==> config.mk <==
export PLATFORM = sky130hd
export DESIGN_NAME = sem_kernel
export DESIGN_NICKNAME = d
export VERILOG_FILES = /design/src/rtl/sem_pkg.sv /design/src/rtl/sem_kernel.sv
export SDC_FILE = /design/constraint.sdc
export NUM_CORES = 1
export LEC_CHECK = 0
export BUFFER_PORTS_ARGS = -buffer_cell sky130_fd_sc_hd__buf_2
export CORE_MARGIN = 10
export CORE_UTILIZATION = 25
export CTS_BUF_LIST = sky130_fd_sc_hd__clkbuf_8
export DETAILED_ROUTE_END_ITERATION = 7
export SKIP_LAST_GASP = 1
export SYNTH_ARGS = -nofsm -noshare
export SYNTH_HDL_FRONTEND = slang
export SYNTH_SLANG_ARGS = --single-unit
==> constraint.sdc <==
create_clock -name clk -period 4.15 [get_ports clk]
set_clock_uncertainty 0.1 [all_clocks]
set_input_delay 0.2075 -clock clk [delete_from_list [all_inputs] [get_ports clk]]
set_output_delay 0.2075 -clock clk [all_outputs]
set_load 0.05 [all_outputs]
==> src/rtl/sem_pkg.sv <==
// Shared types and constants for the streaming Sobel edge magnitude block.
// No dependencies; every other file in rtl/ refers to this package by scoped names.
package sem_pkg;

    // Line store depth default and field widths
    localparam int MAX_WIDTH_DEF = 1024;
    localparam int PIX_W         = 8;
    localparam int MAG_W         = 8;
    localparam int MAG_MAX       = 255;
    localparam int ROW_W         = 12;

    // Configuration port
    localparam int WIDTH_REG_W   = 11;
    localparam int HEIGHT_REG_W  = 12;
    localparam int CFG_DATA_W    = 12;
    localparam int CFG_INDEX_W   = 1;
    localparam logic [CFG_INDEX_W-1:0] CFG_IMAGE_WIDTH  = 1'b0;
    localparam logic [CFG_INDEX_W-1:0] CFG_IMAGE_HEIGHT = 1'b1;

    // Register reset values and smallest legal dimension
    localparam int WIDTH_RESET   = 640;
    localparam int HEIGHT_RESET  = 480;
    localparam int MIN_DIM       = 3;

    // One window column: top, middle and bottom row pixels
    typedef struct packed {
        logic [PIX_W-1:0] top;
        logic [PIX_W-1:0] mid;
        logic [PIX_W-1:0] bot;
    } sem_col_t;

    // One line store entry: pixel two rows up and one row up
    typedef struct packed {
        logic [PIX_W-1:0] upper;
        logic [PIX_W-1:0] middle;
    } sem_lines_t;

    // Control that travels with a result through the kernel stages
    typedef struct packed {
        logic valid;
        logic interior;
        logic last;
    } sem_ctl_t;

endpackage

==> src/rtl/sem_kernel.sv <==
// Sobel kernel: gradient stage and magnitude/saturation output register.
// Depends on sem_pkg (sem_col_t, sem_ctl_t, widths).
module sem_kernel
(
    input  logic                          clk,
    input  logic                          rst_n,
    input  logic                          adv,
    input  sem_pkg::sem_ctl_t             ctl_in,
    input  sem_pkg::sem_col_t             left,
    input  sem_pkg::sem_col_t             mid,
    input  sem_pkg::sem_col_t             right,
    output logic                          out_valid,
    output logic [sem_pkg::MAG_W-1:0]     magnitude,
    output logic                          last
);

    localparam int SUM_W = sem_pkg::PIX_W + 2;
    localparam int G_W   = SUM_W + 1;

    sem_pkg::sem_ctl_t        ctl_reg;
    logic signed [G_W-1:0]    gx_reg;
    logic signed [G_W-1:0]    gy_reg;
    logic signed [G_W-1:0]    gx_next;
    logic signed [G_W-1:0]    gy_next;
    logic [SUM_W-1:0]         lsum;
    logic [SUM_W-1:0]         rsum;
    logic [SUM_W-1:0]         tsum;
    logic [SUM_W-1:0]         bsum;
    logic signed [G_W-1:0]    gx_neg;
    logic signed [G_W-1:0]    gy_neg;
    logic [SUM_W-1:0]         ax;
    logic [SUM_W-1:0]         ay;
    logic [G_W-1:0]           mag_sum;
    logic [sem_pkg::MAG_W-1:0] mag_next;
    logic                     out_valid_reg;
    logic [sem_pkg::MAG_W-1:0] magnitude_reg;
    logic                     last_reg;

    // Weighted 1,2,1 sums of the outer columns and rows
    always_comb
    begin
        lsum = {2'b00, left.top} + {1'b0, left.mid, 1'b0} + {2'b00, left.bot};
        rsum = {2'b00, right.top} + {1'b0, right.mid, 1'b0} + {2'b00, right.bot};
        tsum = {2'b00, left.top} + {1'b0, mid.top, 1'b0} + {2'b00, right.top};
        bsum = {2'b00, left.bot} + {1'b0, mid.bot, 1'b0} + {2'b00, right.bot};
        gx_next = $signed({1'b0, rsum}) - $signed({1'b0, lsum});
        gy_next = $signed({1'b0, tsum}) - $signed({1'b0, bsum});
    end

    // Gradient stage
    always_ff @(posedge clk or negedge rst_n)
    begin
        if (!rst_n)
        begin
            ctl_reg <= '0;
        end
        else if (adv)
        begin
            ctl_reg <= ctl_in;
        end
    end

    always_ff @(posedge clk)
    begin
        if (adv)
        begin
            gx_reg <= gx_next;
            gy_reg <= gy_next;
        end
    end

    // Absolute values, sum and saturate; border positions give zero
    always_comb
    begin
        gx_neg  = -gx_reg;
        gy_neg  = -gy_reg;
        ax      = gx_reg[G_W-1] ? gx_neg[SUM_W-1:0] : gx_reg[SUM_W-1:0];
        ay      = gy_reg[G_W-1] ? gy_neg[SUM_W-1:0] : gy_reg[SUM_W-1:0];
        mag_sum = {1'b0, ax} + {1'b0, ay};
        if (!ctl_reg.interior)
        begin
            mag_next = '0;
        end
        else if (mag_sum > G_W'(sem_pkg::MAG_MAX))
        begin
            mag_next = sem_pkg::MAG_W'(sem_pkg::MAG_MAX);
        end
        else
        begin
            mag_next = mag_sum[sem_pkg::MAG_W-1:0];
        end
    end

    // Output register; holds while the consumer stalls
    always_ff @(posedge clk or negedge rst_n)
    begin
        if (!rst_n)
        begin
            out_valid_reg <= 1'b0;
        end
        else if (adv)
        begin
            out_valid_reg <= ctl_reg.valid;
        end
    end

    always_ff @(posedge clk)
    begin
        if (adv)
        begin
            magnitude_reg <= mag_next;
            last_reg      <= ctl_reg.last;
        end
    end

    assign out_valid = out_valid_reg;
    assign magnitude = magnitude_reg;
    assign last      = last_reg;

endmodule

==> out/results.tsv <==
metric	value	unit
PD cells	783	nW/um2
Starting Density	25.2	%
DRC violations left	0	
leakage	2.10	nW
CP Capture Type	register	
clock sinks	35	
Synth Instances	337	
post-CTS sizing	0	
Cell Area, Synth	3980	um2
final setup TNS	0	ps
GRT overflow	0	
clk buf depth	2	
CTS Root Cell	clkbuf_8	
Clk Latency, worst-skew pair	290	ps
min Tclk post-route	3380	ps
post-route worst setup slack	769	ps
Mapped Avg Cell Area	11.8	um2
worst slack at placement	424	ps
Design Area, Final	4760	um2
Peak VDD IR	0.301	mV
die area	21400	um2
fmax	296	MHz
sequential fraction of the synthesis area	25.9	%
Yosys reg bits	35	
area leader, netlist	fa_1	
Ant. Diodes	0	
routed vias/inst	4.12	
Final Hold Fails	0	
GPL Wtd Cong	0.807	
H-tree levels	2	
Data required, critical path	4090	ps
layout cells sized above 1	22.5	%
Pwr Total	0.00372	W
fillers	1650	
Rows	46	
Final period util	81.5	%
final wirelength	8400	um
# Post-CTS Setup Buffers	0	
global-route wire length before repair	14300	um
CTS clk-pin slew, worst paths	70	ps
area delta synth->final	19.5	%
vias in the first global route	3033	
CTS tree	yes	
Max Cap Violations	0	
GR Util All Layers	7.95	%
Worst Path Arrival	3320	ps
status	completed	
DIE WIDTH	146	um
Pins Over Slew Limit	0	
Die H	146	um
Post-DRT Antenna Nets	0	
top cell type's share of synthesized area	31.7	%
syn nets	514	
Hold Crit Class	in2reg	
Crit Path Class	in2reg	
Startpoint Class	input pin	
hold buffers post-CTS	1	
First DRT Iteration DRCs	76	
DRT Pass-1 Iters	4	
setup violators final	0	
RSZ-0062 raised after global routing	no	
Top FF cell, synth	edfxtp_1	
# IOs	88	
CP Max Fanout	3	
antenna violations before repair	0	
relative slew slack	48.9	%
placed cell areas	4630	um2
largest net degree at the start of global routing	36	
hpwl dp	7620	um
nets@finish	598	
Port Buffers	79	
Slew @ Worst Pin	766	ps
WL/cell	13.2	um
Post-synth EDFFs	31	
CTS Buf Count	5	
WHS	46.8	ps
ranking of synthesized cells by area	fa_1, edfxtp_1, ha_1	
Ys Warns	0	
Core ar.	15800	um2
Netlist cell types	33	
via count of the routed design	2631	
asr flop ratio synth	11.4	%
layout by cell type, fill, tap and decap left out, types with 3 or more instances in the layout:
| cell | instances |
|---|---|
| buf_2 | 79 |
| fa_1 | 63 |
| inv_1 | 59 |
| ha_1 | 36 |
| xnor2_1 | 31 |
| edfxtp_1 | 31 |
| a21oi_1 | 11 |
| nand2_1 | 10 |
| nor2_1 | 9 |
| o21a_1 | 8 |
| o31a_1 | 8 |
| nor2b_1 | 7 |
| o21ai_0 | 7 |
| a21o_1 | 6 |
| nand2b_1 | 5 |
| o31ai_1 | 5 |
| clkbuf_8 | 5 |
| xor2_1 | 4 |
| mux2_2 | 4 |
| dfrtp_1 | 4 |
| or3_1 | 3 |
| nor3_1 | 3 |
| a31oi_1 | 3 |
final cells by class:
type                            count  area [um2]  area share [%]
Sequential cell                    35        1030            21.7
Timing Repair Buffer               80         405            8.52
Multi-Input combinational cell    240        2720            57.1
Clock buffer                        5        68.8            1.45
Clock inverter                      3        43.8           0.921
Inverter                           59         221            4.66
Tap cell                          216         270            5.68
cell families (layout without fill, tap and decap cells):
logic type,after synthesis,count (layout),synth area share (%)
mux,4,4,1.13
xor+xnor,36,36,8.11
flops,35,35,25.9
compound gates,63,63,11.3
buf+inv,62,147,5.85
fa+ha+maj,99,99,43.0
simple gates,38,38,4.72
path summary, 6_finish.rpt:
path                            start            to  slack [ps]  cells after the start
hold reg to reg            ctl_reg[0]          last         360                      0
min in group asynchronous       rst_n    ctl_reg[2]         140                      2
hold / removal              ctl_in[1]    ctl_reg[1]          50                      2
setup / recovery              left[3]     gx_reg[9]         770                     12
max in group asynchronous       rst_n    ctl_reg[1]        3690                      2
setup reg to reg            gx_reg[0]  magnitude[5]         920                     10
where the power goes:
| group | leakage [nW] | total, W | internal, W | switching, W |
|---|---|---|---|---|
| Clock | 0.0581 | 0.000305 | 0.000179 | 0.000126 |
| Combinational | 1.69 | 0.00266 | 0.00122 | 0.00145 |
| Sequential | 0.351 | 0.000755 | 0.000643 | 0.000112 |
per-stage QoR:
stage	utilization, %	std cells
global route	30.2	638
finish	30.2	638
CTS	30.2	638
detailed placement	29.4	629
global placement	29.4	629
floorplan	-	337
per-layer routing:
| layer | global-route usage [%] | wire length (um) | vias up |
|---|---|---|---|
| met5 | 0 | 0 | - |
| met4 | 1.50 | 51 | 0 |
| met3 | 2.01 | 349 | 4 |
| met2 | 14.0 | 4260 | 56 |
| met1 | 9.58 | 3740 | 1274 |
| li1 | - | - | 1297 |
synth_stat cells, types with 5 or more instances:
cell type / instances
a21oi_1: 11
o31a_1: 8
ha_1: 36
nand2_1: 10
o21ai_0: 7
inv_1: 59
fa_1: 63
a21o_1: 6
o31ai_1: 5
nor2_1: 9
edfxtp_1: 31
o21a_1: 8
nor2b_1: 7
xnor2_1: 31
nand2b_1: 5
critical path, stage by stage:
cell and delay, ps:
buf_2 70, inv_1 60, fa_1 510, fa_1 520
fa_1 490, ha_1 340, nor2b_1 140, o21a_1 160
nor2_1 240, o21bai_1 140, a311oi_1 330, xnor2_1 100
Note: power is estimated with default switching activity, not from simulation.
