### src/rtl/sem_pkg.sv
// Shared types and constants for the streaming Sobel edge magnitude block.
// No dependencies; every other file in rtl/ refers to this package by scoped names.
package sem_pkg;

    // Line store depth default and field widths
    localparam int MAX_WIDTH_DEF = 1024;
    localparam int PIX_W         = 8;
    localparam int MAG_W         = 8;
    localparam int MAG_MAX       = 255;
    localparam int ROW_W         = 12;

    // Configuration port
    localparam int WIDTH_REG_W   = 11;
    localparam int HEIGHT_REG_W  = 12;
    localparam int CFG_DATA_W    = 12;
    localparam int CFG_INDEX_W   = 1;
    localparam logic [CFG_INDEX_W-1:0] CFG_IMAGE_WIDTH  = 1'b0;
    localparam logic [CFG_INDEX_W-1:0] CFG_IMAGE_HEIGHT = 1'b1;

    // Register reset values and smallest legal dimension
    localparam int WIDTH_RESET   = 640;
    localparam int HEIGHT_RESET  = 480;
    localparam int MIN_DIM       = 3;

    // One window column: top, middle and bottom row pixels
    typedef struct packed {
        logic [PIX_W-1:0] top;
        logic [PIX_W-1:0] mid;
        logic [PIX_W-1:0] bot;
    } sem_col_t;

    // One line store entry: pixel two rows up and one row up
    typedef struct packed {
        logic [PIX_W-1:0] upper;
        logic [PIX_W-1:0] middle;
    } sem_lines_t;

    // Control that travels with a result through the kernel stages
    typedef struct packed {
        logic valid;
        logic interior;
        logic last;
    } sem_ctl_t;

endpackage

### src/rtl/sem_col_cell.sv
// One window column cell of the 3x3 shift chain.
// Depends on sem_pkg (sem_col_t).
module sem_col_cell
(
    input  logic             clk,
    input  logic             rst_n,
    input  logic             shift_en,
    input  sem_pkg::sem_col_t col_in,
    output sem_pkg::sem_col_t col_out
);

    sem_pkg::sem_col_t col_reg;

    // Take the neighbor's column on each shift, hold otherwise
    always_ff @(posedge clk or negedge rst_n)
    begin
        if (!rst_n)
        begin
            col_reg <= '0;
        end
        else if (shift_en)
        begin
            col_reg <= col_in;
        end
    end

    assign col_out = col_reg;

endmodule

### config.mk
export PLATFORM = sky130hd
export DESIGN_NAME = sem_col_cell
export DESIGN_NICKNAME = d
export VERILOG_FILES = /design/src/rtl/sem_pkg.sv /design/src/rtl/sem_col_cell.sv
export SDC_FILE = /design/constraint.sdc
export NUM_CORES = 1
export LEC_CHECK = 0
export BUFFER_PORTS_ARGS = -buffer_cell sky130_fd_sc_hd__buf_4
export CAP_MARGIN = 25
export CORE_ASPECT_RATIO = 1.1
export CORE_MARGIN = 2
export CORE_UTILIZATION = 39
export CTS_CLUSTER_SIZE = 10
export DETAILED_ROUTE_END_ITERATION = 7
export PLACE_DENSITY = 0.73
export SLEW_MARGIN = 20
export SYNTH_ARGS = -nofsm -noshare
export SYNTH_HDL_FRONTEND = slang
export SYNTH_SLANG_ARGS = --single-unit
### constraint.sdc
create_clock -name clk -period 0.8 [get_ports clk]
set_clock_uncertainty 0.05 [all_clocks]
set_input_delay 0.08 -clock clk [delete_from_list [all_inputs] [get_ports clk]]
set_output_delay 0.08 -clock clk [all_outputs]
set_load 0.02 [all_outputs]
==> results.json, run 1 <==
{
  "crit_chain": "buf_6 -> buf_6",
  "arrival_ns": 0.98,
  "cp-end-kind": "output pin",
  "vias_per_cell": 4.59,
  "grt_overflow": 0,
  "ir_drop_mv": 0.966,
  "yosys_warnings": 0,
  "status": "finished, violations left",
  "p_switching_mw": 0.799,
  "grt_pass1_vias": 721,
  "p_int_mw": 2.25,
  "finalMaxSlewViolations": 0,
  "total_power_mw": 3.05,
  "tightest_slew_ns": 0.290,
  "num-fill-cells": 167,
  "routed_wirelength_mm": 2.15,
  "drt_first_pass_iters": 3,
  "clock_sinks": 24,
  "dp_slack_ns": -0.0776,
  "avgSynthCellArea_um2": 19.6,
  "gp_congestion": 0.669,
  "whs_ns": -0.0705,
  "synthToLayoutAreaGrowth_pct": 72.1,
  "dieArea_mm2": 0.00298,
  "fin_nets": 146,
  "cts-root-buf": "clkbuf_4",
  "p_per_area_mw_per_mm2": 1780,
  "critPathLaunchType": "flip-flop",
  "period_share": 1.39,
  "antenna_found_initial": 0,
  "io_pins": 51,
  "yosysUniqueCellTypes": 5,
  "final-hold-violation-count": 24,
  "crit_fanout": 2,
  "vias": 684,
  "max_stage_delay_ns": 0.43,
  "worst-path-buf-inv": 2,
  "drtIter0Drc": 2,
  "crit_family": "flip-flops",
  "die_y_um": 57.0,
  "synth_fp_nets": 78,
  "cts_tree": "done",
  "ys_ff_latch": 24,
  "start_util": 0.403,
  "fp-row-count": 19,
  "avgRoutedWirePerCell_um": 14.4,
  "dp_hpwl_mm": 1.47,
  "ant_nets": 0,
  "fin_setup_tns_ns": -7.64,
  "pwr-share-comb": 0.314,
  "pwr-share-seq": 0.476,
  "core_area_mm2": 0.00247,
  "final_common_cell": "buf_6",
  "drv_cap": 0,
  "clockPowerShare": 0.210,
  "swShare": 0.262,
  "hp-class": "input pin to flip-flop",
  "syn_inst": 51,
  "yosysSeqAreaShare": 0.602,
  "fmaxAchievable_ghz": 0.898,
  "netlist_area_um2": 997,
  "largest_register_ffs": 24,
  "diodes": 0,
  "relSlewSlack": 0.806,
  "cts_max_level": 1,
  "rsz0062_at_grt": "yes",
  "clk_pin_slew_ns": 0.13,
  "cts_hold_buf": 1,
  "critPathSlowestCell": "dfrtp_2",
  "die_x_um": 52.2,
  "clockBufferDepth": 2,
  "power_leakage_nw": 0.840,
  "setup-violations-final": 48,
  "final_layout_size_suffix_gt1_frac": 0.992,
  "grt_usage": 0.164,
  "drc": 0,
  "grt_max_degree": 25,
  "io_buffers": 50,
  "cp.required_ns": 0.67,
  "place_area_mm2": 0.00146,
  "crit_type": "flip-flop to output pin",
  "worst_path_most_repeated_cell": "buf_6",
  "violations": "negative hold slack, negative setup slack",
  "fin_ws_ns": -0.314,
  "final_cell_mix": "buf_6, buf_4, dfrtp_2, mux2_4, clkbuf_4",
  "cts_made_buffers": 3,
  "finalInstanceArea_mm2": 0.00172,
  "clock_latency_ns": 0.32,
  "min_period_ns": 1.11,
  "grt_pass1_wl_mm": 3.51
}
==> synth_stat cells <==
cell	n	share of area
buf_12	2	0.040
buf_6	1	0.011
dfrtp_1	24	0.60
mux2_2	4	0.045
mux2_4	20	0.30
==> power groups by stage <==
stage	Combinational, mW	Sequential [mW]	Clock, mW
floorplan	0.238	1.60	0
global placement	0.744	1.45	0
detailed placement	0.761	1.45	0
CTS	0.929	1.45	0.648
global route	1.01	1.47	0.716
finish	0.956	1.45	0.640
==> per-stage QoR <==
stage / hold WS [ns] / instances / util
2_1_floorplan: -0.266 / 51 / -
3_3_place_gp: -0.0627 / 135 / 0.591
3_5_place_dp: -0.0553 / 135 / 0.591
4_1_cts: -0.0718 / 146 / 0.681
5_1_grt: -0.0924 / 149 / 0.694
6_report: -0.0705 / 149 / 0.694
==> routing by layer <==
| metal | GRT usage | wire length, um | vias to the layer above |
|---|---|---|---|
| li1 | - | - | 308 |
| met1 | 0.207 | 821 | 346 |
| met2 | 0.269 | 1160 | 25 |
| met3 | 0.0262 | 110 | 5 |
| met4 | 0.0879 | 56 | 0 |
| met5 | 0 | 0 | - |
==> worst paths after layout <==
path	start	to	slack [ns]	cells past startpoint
max	col_out[14]$_DFFE_PN0P_	col_out[14]	-0.31	2
min	col_in[0]	col_out[0]$_DFFE_PN0P_	-0.07	2
max reg2reg	col_out[14]$_DFFE_PN0P_	col_out[14]$_DFFE_PN0P_	-0.27	3
min reg2reg	col_out[22]$_DFFE_PN0P_	col_out[22]$_DFFE_PN0P_	0.49	1
max in group asynchronous	rst_n	col_out[9]$_DFFE_PN0P_	0.32	2
min in group asynchronous	rst_n	col_out[15]$_DFFE_PN0P_	0.14	2
==> area by class of cell <==
class / instances / area [um2] / share of cell area
Clock buffer: 4 / 36.3 / 0.0211
Multi-Input combinational cell: 24 / 357 / 0.208
Sequential cell: 24 / 631 / 0.367
Tap cell: 31 / 38.8 / 0.0226
Timing Repair Buffer: 66 / 654 / 0.381
==> worst reg2reg max path: stages (launching register included) <==
cell,delay [ns]
dfrtp_2,0.43
buf_4,0.13
buf_6,0.10
mux2_4,0.25
==> kinds of logic after synthesis <==
logic type	after synthesis	synth area share
muxes	24	0.346
buffers and inverters	3	0.0514
DFF	24	0.602
==> what timing repair did <==
action	in CTS	in global routing
setup buffers	6	3
pin swaps	0	0
resized for setup	35	3
endpoints found under the setup margin	48	48
hold endpoints to repair	48	24
(Power assumes the default switching activity.)
==> inputs of run 2 (changes only) <==
--- a/config.mk
+++ b/config.mk
@@ -13,6 +13,7 @@
 export CTS_CLUSTER_SIZE = 10
 export DETAILED_ROUTE_END_ITERATION = 7
 export PLACE_DENSITY = 0.73
+export SETUP_SLACK_MARGIN = 0.2
 export SLEW_MARGIN = 20
 export SYNTH_ARGS = -nofsm -noshare
 export SYNTH_HDL_FRONTEND = slang
==> run 2 against run 1 <==
Net effect: register-to-register slack about the same; critical path type unchanged; the run still ends with negative hold slack, negative setup slack left; largest power group unchanged; design area unchanged; clock power about the same; maximum frequency unchanged; global-route usage unchanged; final cell count unchanged.
==> results.json, run 2 (synthesized netlist as in run 1, its figures left out) <==
{
  "status": "finished, violations left",
  "violations": "negative hold slack, negative setup slack",
  "cts_made_buffers": 3,
  "fmaxAchievable_ghz": 0.898,
  "cts-root-buf": "clkbuf_4",
  "drc": 0,
  "drv_cap": 0,
  "dieArea_mm2": 0.00298,
  "final_util": 0.694,
  "final-hold-violation-count": 24,
  "grt_max_degree": 25,
  "critPathLaunchType": "flip-flop",
  "vias": 684,
  "ant_nets": 0,
  "routed_wirelength_mm": 2.15,
  "synthToLayoutAreaGrowth_pct": 72.1,
  "fin_nets": 146,
  "cp.required_ns": 0.67,
  "rsz0062_at_grt": "yes",
  "cts_tree": "done",
  "gp_congestion": 0.669,
  "num-fill-cells": 167,
  "grt_pass1_vias": 721,
  "antenna_found_initial": 0,
  "cts_max_level": 1,
  "power_leakage_nw": 0.840,
  "arrival_ns": 0.98,
  "vias_per_cell": 4.59,
  "die_y_um": 57.0,
  "final_common_cell": "buf_6",
  "largest_register_ffs": 24,
  "crit_fanout": 2,
  "drt_first_pass_iters": 3,
  "core_area_mm2": 0.00247,
  "dp_hpwl_mm": 1.47,
  "clock_latency_ns": 0.32,
  "clockBufferDepth": 2,
  "clock_sinks": 24,
  "die_x_um": 52.2,
  "crit_type": "flip-flop to output pin",
  "avgRoutedWirePerCell_um": 14.4,
  "finalMaxSlewViolations": 0,
  "cts_hold_buf": 1,
  "whs_ns": -0.0705,
  "cp-end-kind": "output pin",
  "tightest_slew_ns": 0.290,
  "total_power_mw": 3.05,
  "drtIter0Drc": 2,
  "io_buffers": 50,
  "grt_overflow": 0,
  "fp-row-count": 19,
  "period_share": 1.39,
  "ir_drop_mv": 0.966,
  "final_layout_size_suffix_gt1_frac": 0.992,
  "io_pins": 51,
  "reg2reg_setup_slack_ns": -0.27,
  "fin_ws_ns": -0.314,
  "setup-violations-final": 48,
  "diodes": 0,
  "final_cell_mix": "buf_6, buf_4, dfrtp_2, mux2_4, clkbuf_4",
  "p_per_area_mw_per_mm2": 1780,
  "grt_usage": 0.164,
  "start_util": 0.403,
  "r2r_start": "col_out[14]$_DFFE_PN0P_",
  "relSlewSlack": 0.806,
  "critPathLaunch": "col_out[14]$_DFFE_PN0P_",
  "clk_pin_slew_ns": 0.13,
  "grt_pass1_wl_mm": 3.51,
  "hp-class": "input pin to flip-flop",
  "min_period_ns": 1.11,
  "hp-start": "col_in[0]"
}
run 2: cell counts in the layout (fill, tap and decap cells not counted):
Identical to the previous run, type by type.
run 2: cell type report:
class | count | area (um2) | share of cell area
clock buffer | 4 | 36.3 | 0.0211
tap | 31 | 38.8 | 0.0226
timing repair buffer | 66 | 654 | 0.381
sequential | 24 | 631 | 0.367
multi-input combinational | 24 | 357 | 0.208
run 2: final timing paths:
kind                       depth (start not counted)                 endpoint
setup reg to reg                                   3  col_out[14]$_DFFE_PN0P_
hold reg to reg                                    1  col_out[22]$_DFFE_PN0P_
min in group asynchronous                          2  col_out[15]$_DFFE_PN0P_
setup / recovery                                   2              col_out[14]
max in group asynchronous                          2   col_out[9]$_DFFE_PN0P_
hold / removal                                     2   col_out[0]$_DFFE_PN0P_
run 2: what timing repair did:
action                                  in CTS  in global routing
gates resized for setup                     35                  3
endpoints found under the hold margin       48                 24
buffers inserted                             6                  3
endpoints found under the setup margin      48                 48
run 2: critical path: stages (launching register included):
cell	delay [ns]
dfrtp_2	0.43
buf_6	0.11
buf_6	0.12
run 2: metrics by stage:
stage                     setup WS, ns  hold WS (ns)  instance area, um2  setup TNS, ns  std cells
after global routing            -0.365       -0.0924                1720          -9.08        149
after detailed placement       -0.0776       -0.0553                1460          -1.41        135
final                           -0.314       -0.0705                1720          -7.64        149
after CTS                       -0.318       -0.0718                1680          -7.37        146
after floorplan                -0.0722        -0.266                1030          -1.70         51
after global placement         -0.0561       -0.0627                1460          -1.02        135
run 2: layer usage:
metal	track usage	wire length [um]	vias to the layer above
met3	0.0262	110	5
met5	0	0	-
met1	0.207	821	346
met2	0.269	1160	25
li1	-	-	308
met4	0.0879	56	0
run 2: where the power goes:
part	total (mW)	switching, mW	internal, mW	leakage, nW
clock network	0.640	0.361	0.279	0.0210
logic	0.956	0.342	0.614	0.562
registers	1.45	0.0955	1.36	0.257
